==> src/rtl/gfau_ram.sv <==
module gfau_ram #(
  parameter int WIDTH = 8,
  parameter int DEPTH = 256
) (
  input  logic                     clk,
  input  logic                     we,
  input  logic [$clog2(DEPTH)-1:0] waddr,
  input  logic [WIDTH-1:0]         wdata,
  input  logic                     re,
  input  logic [$clog2(DEPTH)-1:0] raddr,
  output logic [WIDTH-1:0]         rdata
);

  logic [WIDTH-1:0] mem [DEPTH];

  always_ff @(posedge clk) begin
    if (we) mem[waddr] <= wdata;
    if (re) rdata <= mem[raddr];
  end

endmodule
==> config.mk <==
export PLATFORM = sky130hd
export DESIGN_NAME = gfau_ram
export DESIGN_NICKNAME = d
export VERILOG_FILES = /design/src/rtl/gfau_ram.sv
export SDC_FILE = /design/constraint.sdc
export NUM_CORES = 2
export LEC_CHECK = 0
export ABC_AREA = 0
export BUFFER_PORTS_ARGS = -buffer_cell sky130_fd_sc_hd__buf_2
export CELL_PAD_IN_SITES_DETAIL_PLACEMENT = 2
export CELL_PAD_IN_SITES_GLOBAL_PLACEMENT = 2
export CORE_ASPECT_RATIO = 1.5
export CORE_MARGIN = 5
export CORE_UTILIZATION = 25
export CTS_BUF_LIST = sky130_fd_sc_hd__clkbuf_2
export CTS_CLUSTER_DIAMETER = 30
export DETAILED_ROUTE_END_ITERATION = 16
export PLACE_DENSITY_LB_ADDON = 0.1
export SYNTH_ARGS = -nofsm -noshare
export SYNTH_HDL_FRONTEND = slang
export SYNTH_SLANG_ARGS = --single-unit
==> constraint.sdc <==
create_clock -name clk -period 4.9 [get_ports clk]
set_input_delay 0.245 -clock clk [delete_from_list [all_inputs] [get_ports clk]]
set_output_delay 0.245 -clock clk [all_outputs]
set_load 0.05 [all_outputs]
======== Yosys cells after proc, flatten, opt, wreduce, memory -nomap -nowiden ========
Memory sizes are Yosys's and may differ from the RTL's. A register that Yosys moved wholly into a read port is not among the register bits.
Cells that the tools add are included.
word-level totals
  bits in registers ....................... 0
  bits in writable memories ............... 2,048
  input port bits ......................... 27
  output and inout bits ................... 8
  logic and storage cells ................. 3
  memories ................................ 1
memories
  memory  depth  width  rd ports  clocked after Yosys merged registers in  write ports  RTL line  text
  mem     256    8      1         1                                        1            14        logic [WIDTH-1:0] mem [DEPTH];
operators by class
  multiplexer cells ....................... 2
operators with widths
  cell               count
  two-way mux 1 bit  2

======== Logic depth before layout (Yosys ltp) ========
  depth after elaboration ................. 2
  depth in mapped cells ................... 11
  depth with buffers taken out ............ 6

======== Worst setup path before layout ========
Ideal clock, no wire load.
  path type ............................... input -> register
  start point ............................. input raddr[0]
  end point ............................... register rdata[2] (read register of mem), data pin
  setup time .............................. 269 ps
  data arrival time ....................... 2,052 ps
  required time ........................... 4,631 ps
  path slack .............................. 2,579 ps
  stages on the path ...................... 9
  path buffers ............................ 4
  cell sequence ........................... buf_6 > buf_12 > buf_8 > buf_2 > mux4_2 > a22oi_1 > a21oi_1 > nor4_1 > nor4_2
RTL lines
  item             RTL line  text
  start, declared  10        input logic [$clog2(DEPTH)-1:0] raddr,
  end, declared    11        output logic [WIDTH-1:0] rdata

======== Worst setup path after layout ========
  start point ............................. input waddr[4]
  end point ............................... memory mem[158][3], enable pin
RTL lines
  item             RTL line  text
  start, declared  7         input logic [$clog2(DEPTH)-1:0] waddr,
  end, declared    14
No word-level cell before the write port.

==> impl_metrics.toml <==
[clock_network]
postCtsSetupRepairBufs = 0
h-tree-depth = 6
cts_tree = "done"
post_cts_resized = 0
numCtsBuffers = 558
root_buffer = "clkbuf_2"
clk_pin_slew_worst_paths_ns = 0.10
clk_latency_ns = 1.75
cts.sinks = 2056
cts-hold-fix-buffers = 89
clockBufferDepth = 4

[grt]
antenna_found_initial = 24
grt_util_all_layers = 0.1661
grt_max_degree = 162
grt_pass1_vias = 46778
overflow = 0
grt_first_pass_wirelength_um = 385800

[drt]
via_per_inst = 4.528
ant_nets = 0
vias = 40974
drt_iter0_drc = 2669
wl_um = 278800
drc = 0
dr.pass1.iters = 5
avgRoutedWirePerCell_um = 30.80

[floorplanning]
pin_count = 35
start_util = 0.2513
core_um2 = 316900
dieArea_um2 = 330200
die_h_um = 701.2
rows = 253
die_w_um = 470.8

[pwr]
internal_power_mw = 24.94
p_total_mw = 33.88
peakVddDrop_mv = 0.1334
switchingPower_mw = 8.941
p_leak_nw = 29.14
pwr-share-clk = 0.365
power_frac_seq = 0.573
power.share.combinational = 0.062
power.density_nw_per_um2 = 367.6
switching_share = 0.2639

[logic_synthesis]
post-synth-top-area-fraction = 0.7753
synth_cell_type_count = 54
synth_fp_nets = 3760
syn_inst = 3733
yosys.area_share.adder = 0
yosys-top-cells-count = "2,056 x edfxtp_1, 454 x mux4_2, 282 x nor2_1"
synthFlopType = "edfxtp_1"
synth_top_cell_by_area = "edfxtp_1"
muxShareOfSynthArea = 0.1460
synth_edf_count = 2056
avgSynthCellArea_um2 = 21.33
synth_seq_cells = 2056
synth-xor-area-share = 0
synthTopCellsByArea = "edfxtp_1 78%, mux4_2 13%, mux2i_1 1.7%"
synthMostInstantiatedCell = "edfxtp_1"
yosys.area_share.simple = 0.02625
synth_area_um2 = 79640
synth_async_sr_flop_share = 0
seq_area_frac_synth = 0.7753
synth_top_family_by_area = "multiplexers"
synth_warnings = 0
synth_compound_area_frac = 0.03416

[timing]
final_max_slew_viol_count = 0
setup_ws_ns = -0.08876
fin_crit_ns = 4.989
hold_violations = 0
rsz0062_at_grt = "no"
max_freq_mhz = 200.5
skew_ns = 0.1244
fin_crit_sh = 1.018
maxSlewHeadroom = 0.1244
worstMarginPinSlew_ns = 1.313
finalSetupViolCount = 5

[status]
status = "finished with violations"
violations = "negative setup slack"

[setup_path]
reg2reg_from = "mem[27][5]$_DFFE_PP_"
crit_start = "waddr[4]"
slowest_stage = "dlygate4sd3_1"
worstPathArrival_ns = 6.35
max_stage_delay_ns = 0.84
startpoint_type = "primary input"
worstSetupPathType = "in -> reg"
path_cells = "dlygate4sd3_1 -> dlygate4sd3_1 -> buf_2 -> dlygate4sd3_1 -> nor2b_1 -> dlygate4sd3_1 -> nand3_1 -> dlygate4sd3_1 -> dlygate4sd3_1 -> buf_4 -> nor2_1 -> dlygate4sd3_1 -> buf_4 -> dlygate4sd3_1"
cp.required_ns = 6.27
critPathTopFamily = "buffers and inverters"
path_common_cell = "dlygate4sd3_1"
crit_buf_inv = 11
critPathMaxFanout = 11
end_kind = "flop"

[place]
io_buffer_count = 34
place.gp.congestion = 0.7336
dp_slack_ns = 0.4317
hpwlAfterDp_um = 176800
placedCellCount = 8011

[run]
drv_cap = 0

[worst_hold_path]
min_path_type = "in -> reg"
min_from = "raddr[0]"

[layout]
multi_input_area_um2 = 16610
seq_area_um2 = 61740
instances_no_fill = 9050
area_delta_synth_final_pct = 15.75
drive_gt1_frac = 0.3400
nFillCells = 32157
finalNetCount = 4480
[cells by family after synthesis]
family | after synthesis
AO/OA/AOI/OAI | 385
AND/OR/NAND/NOR | 466
flip-flops | 2056
buffers and inverters | 235
multiplexers | 591
[power groups by stage]
stage	sequential [mW]	clock (mW)	combinational [mW]
after floorplan	19.8	0	0.942
after global placement	19.8	0	2.10
after detailed placement	19.8	0	2.12
after CTS	19.4	13.1	2.22
after global routing	19.4	14.0	2.25
final	19.4	12.4	2.11
[registers in the layout (all words and copies together) (netlist names)]
signal,flops
mem,2048
rdata,8
[metrics by stage]
| step | util | area [um^2] | hold slack (ns) | TNS, ns |
|---|---|---|---|---|
| CTS | 0.2908 | 92150 | 0.01286 | 0 |
| detailed placement | 0.2722 | 86250 | 0.6618 | 0 |
| global route | 0.2909 | 92160 | 0.1257 | 0 |
| floorplan | - | 79640 | 0.3439 | 0 |
| global placement | 0.2720 | 86190 | 0.6596 | -0.1113 |
| finish | 0.2909 | 92180 | 0.3111 | -0.3387 |
[worst paths after layout]
| check | endpoint | slack (ns) | cells past startpoint |
|---|---|---|---|
| worst min register to register | rdata[0]$_DFFE_PP_ | 1.32 | 5 |
| worst min-delay path | rdata[4]$_DFFE_PP_ | 0.31 | 8 |
| worst max-delay path | mem[158][3]$_DFFE_PP_ | -0.09 | 14 |
| worst max register to register | rdata[5]$_DFFE_PP_ | 0.64 | 10 |
[tightest hold or removal path: cells and delay by family]
| kind | cells | cell delay (ns) |
|---|---|---|
| and+or+nand+nor | 2 | 0.24 |
| AOI/OAI and AO/OA | 2 | 0.35 |
| buffers and inverters | 3 | 0.62 |
| muxes | 1 | 0.38 |
[layer usage]
metal  up-vias  track usage  wire length, um  part of all wire
li1      17438            -                -                 -
met1     22190       0.1942           109300              0.39
met2       917       0.3146           153100              0.55
met3       429      0.02602            10280             0.037
met4         0      0.04394             6162             0.022
met5         -            0                0                 0
[cell usage in the layout (no fill, tap or decap), types with 11 or more instances in the layout]
cell	count
bufinv_16	13
nor2b_1	28
a21oi_1	96
inv_2	22
nand2_1	32
a221oi_1	13
buf_4	246
nor4_2	14
clkbuf_2	760
buf_2	21
clkinv_1	107
a22oi_1	133
o22ai_1	28
a211oi_1	16
o221ai_1	46
mux2i_1	134
diode_2	11
edfxtp_1	2056
buf_12	25
nor3_1	21
dlygate4sd3_1	81
clkinv_2	35
mux4_2	454
nor4_1	13
nor2_1	279
nand3_1	25
[layout make-up]
cell class / count / area share
Antenna cell: 11 / 0.0002986
Clock buffer: 760 / 0.04126
Clock inverter: 179 / 0.01159
Inverter: 2 / 0.00008144
Multi-Input combinational cell: 1442 / 0.1802
Sequential cell: 2056 / 0.6698
Tap cell: 4207 / 0.05710
Timing Repair Buffer: 393 / 0.03966
Note: power is estimated with default switching activity, not from simulation.
